`src/rtl/ssh_pkg.sv`:
```
// Package for the selectable string hash.
// Holds the algorithm and register codes, hash constants, the item type and the start values.
// No dependencies.
package ssh_pkg;

  // algorithm codes as held in the mode register
  typedef enum logic [2:0] {
    ALG_RS   = 3'd0,
    ALG_JS   = 3'd1,
    ALG_BKDR = 3'd2,
    ALG_SDBM = 3'd3,
    ALG_DJB  = 3'd4,
    ALG_DEK  = 3'd5,
    ALG_BP   = 3'd6,
    ALG_FNV  = 3'd7
  } alg_t;

  // configuration register indexes
  typedef enum logic [0:0] {
    REG_ALGORITHM = 1'b0,
    REG_BKDR_SEED = 1'b1
  } cfg_reg_t;

  localparam int HASH_W   = 32;
  localparam int BYTE_W   = 8;
  localparam int CFG_IDX_W = 1;

  localparam logic [HASH_W-1:0] RS_MUL_STEP  = 32'd378551;
  localparam logic [HASH_W-1:0] RS_MUL_START = 32'd63689;
  localparam logic [HASH_W-1:0] JS_START     = 32'd1315423911;
  localparam logic [HASH_W-1:0] BKDR_DEFAULT = 32'd131;
  localparam logic [HASH_W-1:0] DJB_START    = 32'd5381;
  localparam logic [HASH_W-1:0] FNV_BASIS    = 32'h811C9DC5;
  localparam logic [HASH_W-1:0] FNV_MULT     = 32'h01000193;

  // one string byte with its framing
  typedef struct packed {
    logic [BYTE_W-1:0] byte_value;
    logic              first_byte;
    logic              last_byte;
    logic [HASH_W-1:0] total_length;
  } item_t;

  // start value of each algorithm; dek starts from the string length
  function automatic logic [HASH_W-1:0] start_value(alg_t alg, logic [HASH_W-1:0] len);
    logic [HASH_W-1:0] v;
    v = '0;
    case (alg)
      ALG_JS:  v = JS_START;
      ALG_DJB: v = DJB_START;
      ALG_DEK: v = len;
      ALG_FNV: v = FNV_BASIS;
      default: v = '0;
    endcase
    return v;
  endfunction

endpackage

```
`src/rtl/ssh_if.sv`:
```
// Valid/ready channel interfaces of the selectable string hash.
// Depends on ssh_pkg for field widths.

// string byte channel
interface ssh_byte_if;
  logic                       valid;
  logic                       ready;
  logic [ssh_pkg::BYTE_W-1:0] byte_value;
  logic                       first_byte;
  logic                       last_byte;
  logic [ssh_pkg::HASH_W-1:0] total_length;

  modport source (output valid, output byte_value, output first_byte,
                  output last_byte, output total_length, input ready);
  modport sink   (input valid, input byte_value, input first_byte,
                  input last_byte, input total_length, output ready);
endinterface

// hash result channel
interface ssh_hash_if;
  logic                       valid;
  logic                       ready;
  logic [ssh_pkg::HASH_W-1:0] hash_value;

  modport source (output valid, output hash_value, input ready);
  modport sink   (input valid, input hash_value, output ready);
endinterface

```
`src/rtl/selectable_string_hash.sv`:
```
// Selectable 32-bit string hash, top level.
// Depends on ssh_pkg, ssh_if (ssh_byte_if, ssh_hash_if) and ssh_update.
//
// Usage:
//   byte_in carries one string byte per item with first/last flags and the
//   string length (read on the first byte as the dek start value). hash_out
//   carries one 32-bit hash for each item flagged last.
//   wr_en/wr_index/wr_data write the algorithm (index 0) and bkdr seed
//   (index 1) registers; write them only while no string is in flight.
// Timing:
//   an item is held in the input register, then one hash step runs
//   against the running state; a last byte's hash then loads the result
//   register. One item per cycle is sustained while no last byte waits: the
//   state feedback is one multiply and add through ssh_update.
// Reset:
//   rst (synchronous) empties both registers, selects rs, sets the bkdr
//   seed to 131, the running hash to 0 and the rs multiplier to 63689.
// Stall:
//   while a result waits, non-last bytes keep flowing; a last byte waits
//   in the input register until the result register frees, and byte_in.ready
//   stays low for as long as it waits.
module selectable_string_hash (
  input  logic                          clk,
  input  logic                          rst,
  ssh_byte_if.sink                      byte_in,
  ssh_hash_if.source                    hash_out,
  input  logic                          wr_en,
  input  logic [ssh_pkg::CFG_IDX_W-1:0] wr_index,
  input  logic [ssh_pkg::HASH_W-1:0]    wr_data
);

  ssh_pkg::alg_t              algorithm;
  logic [ssh_pkg::HASH_W-1:0] bkdr_seed;
  logic [ssh_pkg::HASH_W-1:0] running_hash;
  logic [ssh_pkg::HASH_W-1:0] rs_mult;
  logic [ssh_pkg::HASH_W-1:0] hash_next;
  logic [ssh_pkg::HASH_W-1:0] rs_mult_next;
  logic                       in_valid;
  ssh_pkg::item_t             in_item;
  logic                       out_valid;
  logic [ssh_pkg::HASH_W-1:0] out_hash;
  logic                       proc;

  // configuration registers
  always_ff @(posedge clk) begin
    if (rst) begin
      algorithm <= ssh_pkg::ALG_RS;
      bkdr_seed <= ssh_pkg::BKDR_DEFAULT;
    end else if (wr_en) begin
      unique case (ssh_pkg::cfg_reg_t'(wr_index))
        ssh_pkg::REG_ALGORITHM: algorithm <= ssh_pkg::alg_t'(wr_data[2:0]);
        ssh_pkg::REG_BKDR_SEED: bkdr_seed <= wr_data;
        default: ;
      endcase
    end
  end

  // the held item steps unless it is a last byte facing a full result register
  assign proc = in_valid && (!in_item.last_byte || !out_valid || hash_out.ready);
  assign byte_in.ready = !in_valid || proc;

  // input register
  always_ff @(posedge clk) begin
    if (rst) begin
      in_valid <= 1'b0;
    end else if (byte_in.ready) begin
      in_valid <= byte_in.valid;
    end
  end

  always_ff @(posedge clk) begin
    if (byte_in.ready && byte_in.valid) begin
      in_item.byte_value   <= byte_in.byte_value;
      in_item.first_byte   <= byte_in.first_byte;
      in_item.last_byte    <= byte_in.last_byte;
      in_item.total_length <= byte_in.total_length;
    end
  end

  // hash step
  ssh_update u_update (
    .alg          (algorithm),
    .seed         (bkdr_seed),
    .hash_cur     (running_hash),
    .rs_mult_cur  (rs_mult),
    .item         (in_item),
    .hash_next    (hash_next),
    .rs_mult_next (rs_mult_next)
  );

  // running state
  always_ff @(posedge clk) begin
    if (rst) begin
      running_hash <= '0;
      rs_mult      <= ssh_pkg::RS_MUL_START;
    end else if (proc) begin
      running_hash <= hash_next;
      rs_mult      <= rs_mult_next;
    end
  end

  // result register
  always_ff @(posedge clk) begin
    if (rst) begin
      out_valid <= 1'b0;
    end else if (proc && in_item.last_byte) begin
      out_valid <= 1'b1;
    end else if (hash_out.ready) begin
      out_valid <= 1'b0;
    end
  end

  always_ff @(posedge clk) begin
    if (proc && in_item.last_byte) begin
      out_hash <= hash_next;
    end
  end

  assign hash_out.valid      = out_valid;
  assign hash_out.hash_value = out_hash;

`ifndef NO_ASSERTIONS
  // an empty input register always takes an item
  a_ready_when_empty: assert property (@(posedge clk) disable iff (rst)
    !in_valid |-> byte_in.ready)
    else $error("byte_in not ready with empty input register");

  // a processed last byte shows its hash next cycle
  a_result_loaded: assert property (@(posedge clk) disable iff (rst)
    (proc && in_item.last_byte) |=> (out_valid && out_hash == $past(hash_next)))
    else $error("last byte did not load the result register");

  // state holds when nothing is processed
  a_state_hold: assert property (@(posedge clk) disable iff (rst)
    !proc |=> ($stable(running_hash) && $stable(rs_mult)))
    else $error("hash state changed without an item");

  // a first byte outside rs mode restarts the rs multiplier
  a_rs_restart: assert property (@(posedge clk) disable iff (rst)
    (proc && in_item.first_byte && algorithm != ssh_pkg::ALG_RS)
      |=> rs_mult == ssh_pkg::RS_MUL_START)
    else $error("rs multiplier not restarted on first byte");
`endif

endmodule

```
`src/rtl/ssh_update.sv`:
```
// Per-byte hash update: start value selection and one algorithm step.
// Depends on ssh_pkg for codes, constants and the item type.
module ssh_update (
  input  ssh_pkg::alg_t                alg,
  input  logic [ssh_pkg::HASH_W-1:0]   seed,
  input  logic [ssh_pkg::HASH_W-1:0]   hash_cur,
  input  logic [ssh_pkg::HASH_W-1:0]   rs_mult_cur,
  input  ssh_pkg::item_t               item,
  output logic [ssh_pkg::HASH_W-1:0]   hash_next,
  output logic [ssh_pkg::HASH_W-1:0]   rs_mult_next
);

  logic [ssh_pkg::HASH_W-1:0] h0;
  logic [ssh_pkg::HASH_W-1:0] m0;
  logic [ssh_pkg::HASH_W-1:0] c;
  logic [ssh_pkg::HASH_W-1:0] mul_op;
  logic [ssh_pkg::HASH_W-1:0] prod;

  // first byte loads the start value and restarts the rs multiplier
  assign h0 = item.first_byte ? ssh_pkg::start_value(alg, item.total_length) : hash_cur;
  assign m0 = item.first_byte ? ssh_pkg::RS_MUL_START : rs_mult_cur;

  // byte as a signed char
  assign c = {{(ssh_pkg::HASH_W-ssh_pkg::BYTE_W){item.byte_value[ssh_pkg::BYTE_W-1]}},
              item.byte_value};

  // one shared multiplier for rs, bkdr and fnv, low word kept
  always_comb begin
    unique case (alg)
      ssh_pkg::ALG_RS:   mul_op = m0;
      ssh_pkg::ALG_BKDR: mul_op = seed;
      default:           mul_op = ssh_pkg::FNV_MULT;
    endcase
  end

  assign prod = h0 * mul_op;

  // algorithm step
  always_comb begin
    unique case (alg)
      ssh_pkg::ALG_RS:   hash_next = prod + c;
      ssh_pkg::ALG_JS:   hash_next = h0 ^ ((h0 << 5) + c + (h0 >> 2));
      ssh_pkg::ALG_BKDR: hash_next = prod + c;
      ssh_pkg::ALG_SDBM: hash_next = c + (h0 << 6) + (h0 << 16) - h0;
      ssh_pkg::ALG_DJB:  hash_next = (h0 << 5) + h0 + c;
      ssh_pkg::ALG_DEK:  hash_next = (h0 << 5) ^ (h0 >> 27) ^ c;
      ssh_pkg::ALG_BP:   hash_next = (h0 << 7) ^ c;
      default:           hash_next = prod ^ c;
    endcase
  end

  // rs multiplier only advances on bytes hashed in rs mode
  assign rs_mult_next = (alg == ssh_pkg::ALG_RS) ? m0 * ssh_pkg::RS_MUL_STEP : m0;

endmodule
```
`src/flat_wrapper.sv`:
```
// flat-port wrapper written by rule: the top's interface ports become plain ports
module selectable_string_hash_flat 
  (clk, rst, wr_en, wr_index, wr_data, byte_in_valid, byte_in_byte_value, byte_in_first_byte, byte_in_last_byte, byte_in_total_length, byte_in_ready, hash_out_valid, hash_out_hash_value, hash_out_ready);
  ssh_byte_if byte_in_i ();
  ssh_hash_if hash_out_i ();
  input  logic clk;
  input  logic rst;
  input  logic wr_en;
  input  logic [ssh_pkg::CFG_IDX_W-1:0] wr_index;
  input  logic [ssh_pkg::HASH_W-1:0] wr_data;
  input wire logic [$bits(byte_in_i.valid)-1:0] byte_in_valid;
  input wire logic [$bits(byte_in_i.byte_value)-1:0] byte_in_byte_value;
  input wire logic [$bits(byte_in_i.first_byte)-1:0] byte_in_first_byte;
  input wire logic [$bits(byte_in_i.last_byte)-1:0] byte_in_last_byte;
  input wire logic [$bits(byte_in_i.total_length)-1:0] byte_in_total_length;
  output wire logic [$bits(byte_in_i.ready)-1:0] byte_in_ready;
  output wire logic [$bits(hash_out_i.valid)-1:0] hash_out_valid;
  output wire logic [$bits(hash_out_i.hash_value)-1:0] hash_out_hash_value;
  input wire logic [$bits(hash_out_i.ready)-1:0] hash_out_ready;
  assign byte_in_i.valid = byte_in_valid;
  assign byte_in_i.byte_value = byte_in_byte_value;
  assign byte_in_i.first_byte = byte_in_first_byte;
  assign byte_in_i.last_byte = byte_in_last_byte;
  assign byte_in_i.total_length = byte_in_total_length;
  assign byte_in_ready = byte_in_i.ready;
  assign hash_out_valid = hash_out_i.valid;
  assign hash_out_hash_value = hash_out_i.hash_value;
  assign hash_out_i.ready = hash_out_ready;
  selectable_string_hash u_core (.clk(clk), .rst(rst), .byte_in(byte_in_i), .hash_out(hash_out_i), .wr_en(wr_en), .wr_index(wr_index), .wr_data(wr_data));
endmodule
```
`config.mk`:
```
export PLATFORM = sky130hd
export DESIGN_NAME = selectable_string_hash_flat
export DESIGN_NICKNAME = d
export VERILOG_FILES = /design/src/rtl/ssh_pkg.sv /design/src/rtl/ssh_if.sv /design/src/rtl/selectable_string_hash.sv /design/src/rtl/ssh_update.sv /design/src/flat_wrapper.sv
export SDC_FILE = /design/constraint.sdc
export NUM_CORES = 2
export LEC_CHECK = 0
export BUFFER_PORTS_ARGS = -buffer_cell sky130_fd_sc_hd__buf_4
export CORE_MARGIN = 8
export CORE_UTILIZATION = 66
export DETAILED_ROUTE_END_ITERATION = 10
export PLACE_DENSITY = 0.87
export SYNTH_ARGS = -nofsm -noshare
export SYNTH_HDL_FRONTEND = slang
export SYNTH_SLANG_ARGS = --single-unit
```
`constraint.sdc`:
```
create_clock -name clk -period 11.16 [get_ports clk]
set_input_delay 0.558 -clock clk [delete_from_list [all_inputs] [get_ports clk]]
set_output_delay 0.558 -clock clk [all_outputs]
set_load 0.05 [all_outputs]
```
### Word level (Yosys, flattened, before mapping)

Cells that the tools add are included.

* bits in registers: 175
* input bits: 80
* output and inout port bits: 34
* logic and storage cells: 56

* mux-type cells: 8
* equality and inequality tests: 7
* bitwise operators: 6
* multiply operators: 2
* add/sub/neg operators: 8
* reductions and logical operators: 14

Operator list (count)
* adder 32 bit: 6
* one-hot mux 32 bit (6 select lines): 1
* one-hot mux 32 bit (4 select lines): 1
* bitwise XOR 32 bit: 4
* two-way mux 32 bit: 3
* one-hot mux 32 bit (2 select lines): 1
* adder 32 x 30 -> 32 bit: 1
* multiplier 32 x 19 -> 32 bit (second input constant): 1
* multiplier 32 x 32 -> 32 bit: 1
* subtractor 32 bit: 1
* bitwise XOR 32 x 5 -> 32 bit: 1
* equality test 3 bit (second input constant): 4
* equality test 3 x 2 -> 1 bit (second input constant): 2
* AND reduction 2 bit: 2
* equality test 3 x 1 -> 1 bit (second input constant): 1
* logical AND 1 bit: 3
* logical NOT 1 bit: 3
* logical NOT 3 bit: 1
* logical OR 1 bit: 3
* two-way mux 1 bit: 2
* nonzero test 2 bit: 1
* OR reduction 2 bit: 1
* NOT 1 bit: 1

### Logic depth before layout (Yosys ltp)

* word-level depth: 7
* mapped depth: 46

### By module

From an unflattened synthesis, not the netlist that was laid out.

* cells, all modules: 4790
* area total of the unflattened synthesis: 42325.6 µm²

By module, submodules not included
* ssh_update: sequential area each 0.0 µm², times used 1, area an instance 35916.9 µm², cells each 4277
* selectable_string_hash: sequential area each 4244.1 µm², times used 1, area an instance 6408.6 µm², cells each 513

### Worst setup path before layout

Ideal clock, no wire load.

* path type: register to register
* start point: register u_core.algorithm[1]
* end point: register u_core.running_hash[26] in the netlist's numbering
* required time: 11.045 ns
* buffers on the path: 10
* clock period less this slack: 10.102 ns
* data arrival time: 9.988 ns
* path slack: 1.058 ns
* stages on the path, launching flop included: 43
* cell sequence: dfxtp_1 -> buf_6 -> buf_6 -> buf_2 -> buf_6 -> buf_6 -> buf_2 -> clkbuf_1 -> buf_1 -> buf_1 -> o211ai_1 -> clkbuf_1 -> nor2_1 -> fa_1 -> fa_1 -> fa_1 -> inv_1 -> fa_1 -> (+7 left out) -> ha_1 -> nand3_1 -> o31ai_1 -> o2111ai_1 -> a21boi_0 -> o21ai_0 -> a21oi_1 -> nor2_1 -> xnor2_1 -> ha_1 -> nand3_1 -> nor3b_1 -> o31ai_1 -> a31oi_1 -> o21a_1 -> nor3_1 -> or4_1 -> o21a_1

* word-level cells in the longest chain between the ends: 7
* elaborated cells between the ends (all ways): 27
* classes of those cells: add/sub: 8; mul: 1; eq/ne: 7; mux: 4; bitwise: 5; reduce/logical: 2

Ends and longest elaborated chain
* start: declaration: RTL line selectable_string_hash.sv:32 `ssh_pkg::alg_t algorithm;`
* start signal: assignment: RTL line selectable_string_hash.sv:47 `algorithm <= ssh_pkg::ALG_RS;`
* start signal: assignment: RTL line selectable_string_hash.sv:51 `ssh_pkg::REG_ALGORITHM: algorithm <= ssh_pkg::alg_t'(wr_data[2:0]);`
* branches (longest 6 deep; another with multiplier 32 x 32 -> 32 bit)
* one-hot mux 32 bit (6 select lines) *: RTL line ssh_update.sv:40 `unique case (alg)`
* named net u_core.hash_next, one bit: RTL line selectable_string_hash.sv:36 `logic [ssh_pkg::HASH_W-1:0] hash_next;`
* end signal: assignment: RTL line selectable_string_hash.sv:97 `running_hash <= hash_next;`
* end: declaration: RTL line selectable_string_hash.sv:34 `logic [ssh_pkg::HASH_W-1:0] running_hash;`

Mark *: on every way through the listed nets, which the timed path passes.
A chain may end at the register's enable or synchronous reset.

### Worst setup path after layout

* start point: register u_core.in_item[33] in the netlist's numbering
* end point: register u_core.running_hash[31] in the netlist's numbering

* word-level cells in the longest chain between the ends: 5
* elaborated cells between the ends (all ways): 18
* classes of those cells: add/sub: 8; mul: 1; mux: 4; bitwise: 5

Ends and longest elaborated chain
* start: declaration: RTL line selectable_string_hash.sv:39 `ssh_pkg::item_t in_item;`
* two-way mux 32 bit (on tied branches): RTL line ssh_update.sv:21, ssh_update.sv:20
* one-hot mux 32 bit (2 select lines) (tied with other cells): RTL line ssh_update.sv:29 `unique case (alg)`
* multiplier 32 x 32 -> 32 bit (tied with other cells): RTL line ssh_update.sv:36 `assign prod = h0 * mul_op;`
* adder 32 bit (tied with other cells): RTL line ssh_update.sv:41, ssh_update.sv:43
* one-hot mux 32 bit (6 select lines) *: RTL line ssh_update.sv:40
* named net u_core.hash_next, one bit: RTL line selectable_string_hash.sv:36

The timed path passes the listed nets; every way through them passes the cells marked *.

==> results_dict.tcl <==
set metrics [dict create \
    row_count 91 \
    htreeDepth 4 \
    synth_top_area_share 0.3421 \
    multi_input_area_sq_um 32870 \
    area_growth_pct 6.930 \
    start_kind "register" \
    clk_pin_slew_ns 0.09 \
    cp.arrival_ns 11.18 \
    holdBufCountCts 0 \
    io_pins 114 \
    cts_tree "yes" \
    synth_cell_types 94 \
    routabilityCongestion 1.102 \
    cts_made_buffers 17 \
    grt_pass1_vias 37291 \
    post-dp-hpwl_um 115200 \
    drtAntennaViolNets 0 \
    grt.total_usage 0.4131 \
    slew_headroom 0.07167 \
    crit_slowest_cell "o211a_1" \
    final_cell_mix "inv_1 (842), fa_1 (701), nand2_1 (488)" \
    ys_warn_count 0 \
    syn_avg_cell_area_sq_um 8.831 \
    first_pass_iters 9 \
    grt_max_degree 79 \
    crit_family "compound AO/OA/AOI/OAI gates" \
    synth_fp_nets 5839 \
    synth.area.top_cells "fa_1 (34%), ha_1 (13%), inv_1 (7.7%)" \
    wl_um 143800 \
    clock-sinks 175 \
    core_sq_um 61600 \
    fmaxAchievable_mhz 92.91 \
    post_cts_buffers 0 \
    drt_iter0_drc 4330 \
    gr-total-overflow 0 \
    final-hold-violation-count 0 \
    rsz0062_at_grt "no" \
    clockRootBuffer "clkbuf_16" \
    die_w_um 265.3 \
    vias_per_cell 6.349 \
    crit_path_max_fanout 19 \
    start_util 0.6659 \
    clk_latency_ns 0.51 \
    end_kind "register" \
    nets 5931 \
    synth_edf_count 74 \
    drcViolationCount 0 \
    mostFrequentLayoutCell "inv_1" \
    drive_gt1_frac 0.07558 \
    outcome "complete, no violations" \
    io_buffers 113 \
    pre_cts_ws_ns 0.8002 \
    final_max_slew_viol_count 0 \
    worst-path-buf-inv 4 \
    num_vias 35485 \
    fill_cells 4664 \
    ys_async_sr_fraction 0 \
    ys_ff_latch 175 \
    fp.dieH_um 265.3 \
    die_area_sq_um 70390 \
    regArea_sq_um 4249 \
    finalNonFillerCells 5589 \
    hp-class "input pin to register" \
    fin_tns_setup_ns 0 \
    min_period_ns 10.76 \
    critPathKind "register to register" \
    postLayoutSetupSlackWorst_ns 0.3972 \
    antenna_found_initial 8 \
    cap_violations 0 \
    cts_resized 0 \
    ys.flop_type "dfxtp_1" \
    slowest_delay_ns 0.67 \
    report.final.setup_viol 0 \
    synth_area_sq_um 41020 \
    critPathRequiredTime_ns 11.58 \
    wl_per_cell_um 25.73 \
    finClkSkew_ns 0.02319 \
    post_synth_inst_count 4645 \
    crit_top_cell "fa_1" \
    clk_path_buf_depth 2 \
    synth_top_cell_by_area "fa_1" \
    ys_seq_area_frac 0.1035 \
    period_share 0.9644 \
    worstMarginPinSlew_ns 1.378 \
    grt_pass1_wl_um 219500 \
    placedCellCount 5555 \
]
[cells in the mapped netlist (26+ instances only)]
library cell and number:
a21o_1 90, a21oi_1 243, a22oi_1 26, and2_1 29, buf_1 28, clkbuf_1 110
dfxtp_1 101, edfxtp_1 74, fa_1 701, ha_1 413, inv_1 842, nand2_1 488
nand2b_1 49, nand3_1 31, nor2_1 404, nor2b_1 55, nor3_1 33, o21a_1 43
o21ai_0 110, o22ai_1 32, xnor2_1 252, xor2_1 41
[metal layers]
metal | GRT usage | wire [um] | up-vias
met2 | 0.6463 | 63140 | 2589
met5 | 0 | 19 | -
met4 | 0.2986 | 13720 | 4
li1 | - | - | 15062
met3 | 0.1345 | 18970 | 851
met1 | 0.4761 | 47930 | 16979
[state kept, by name (all words and copies together) (netlist names)]
register and cells:
u_core.bkdr_seed 32, u_core.algorithm 3, u_core.in_valid 1, u_core.hash_out.valid 1
u_core.hash_out.hash_value 32, u_core.in_item 42, u_core.rs_mult 32, u_core.running_hash 32
[through the flow]
step	area (sq um)	util	hold slack [ns]
final	43860	0.7121	0.2173
after global routing	43860	0.7120	0.2065
after CTS	43860	0.7120	0.2185
after detailed placement	43220	0.7017	0.4437
after global placement	43220	0.7017	0.4373
after floorplan	41020	-	0.4302
[final timing paths]
kind	from	end	slack, ns	cells after the start
setup / recovery	u_core.in_item[33]	u_core.running_hash[31]	0.40	35
hold / removal	byte_in_last_byte	u_core.in_item[32]	0.22	1
setup reg to reg	u_core.in_item[33]	u_core.running_hash[31]	0.40	35
hold reg to reg	u_core.bkdr_seed[23]	u_core.bkdr_seed[23]	0.45	2
[cell type report]
class / instances / share of cell area
clock buffer: 19 / 0.01035
sequential: 175 / 0.09687
inverter: 861 / 0.07371
timing repair buffer: 241 / 0.04153
tap: 837 / 0.02388
antenna: 2 / 0.0001141
multi-input combinational: 3441 / 0.7494
clock inverter: 13 / 0.004108
[logic make-up after synthesis]
| kind of cell | Yosys count | share of synthesized area |
|---|---|---|
| adders and majority gates | 1114 | 0.4681 |
| AOI/OAI and AO/OA | 795 | 0.1283 |
| DFF | 175 | 0.1035 |
| buffers and inverters | 1029 | 0.09684 |
| xor gates and xnor gates | 302 | 0.06750 |
| and+or+nand+nor | 1210 | 0.1308 |
| muxes | 20 | 0.005002 |
Power is left out: the tool's default activity adds up to more than one toggle a clock period on the data nets, which glitch-free logic cannot reach.
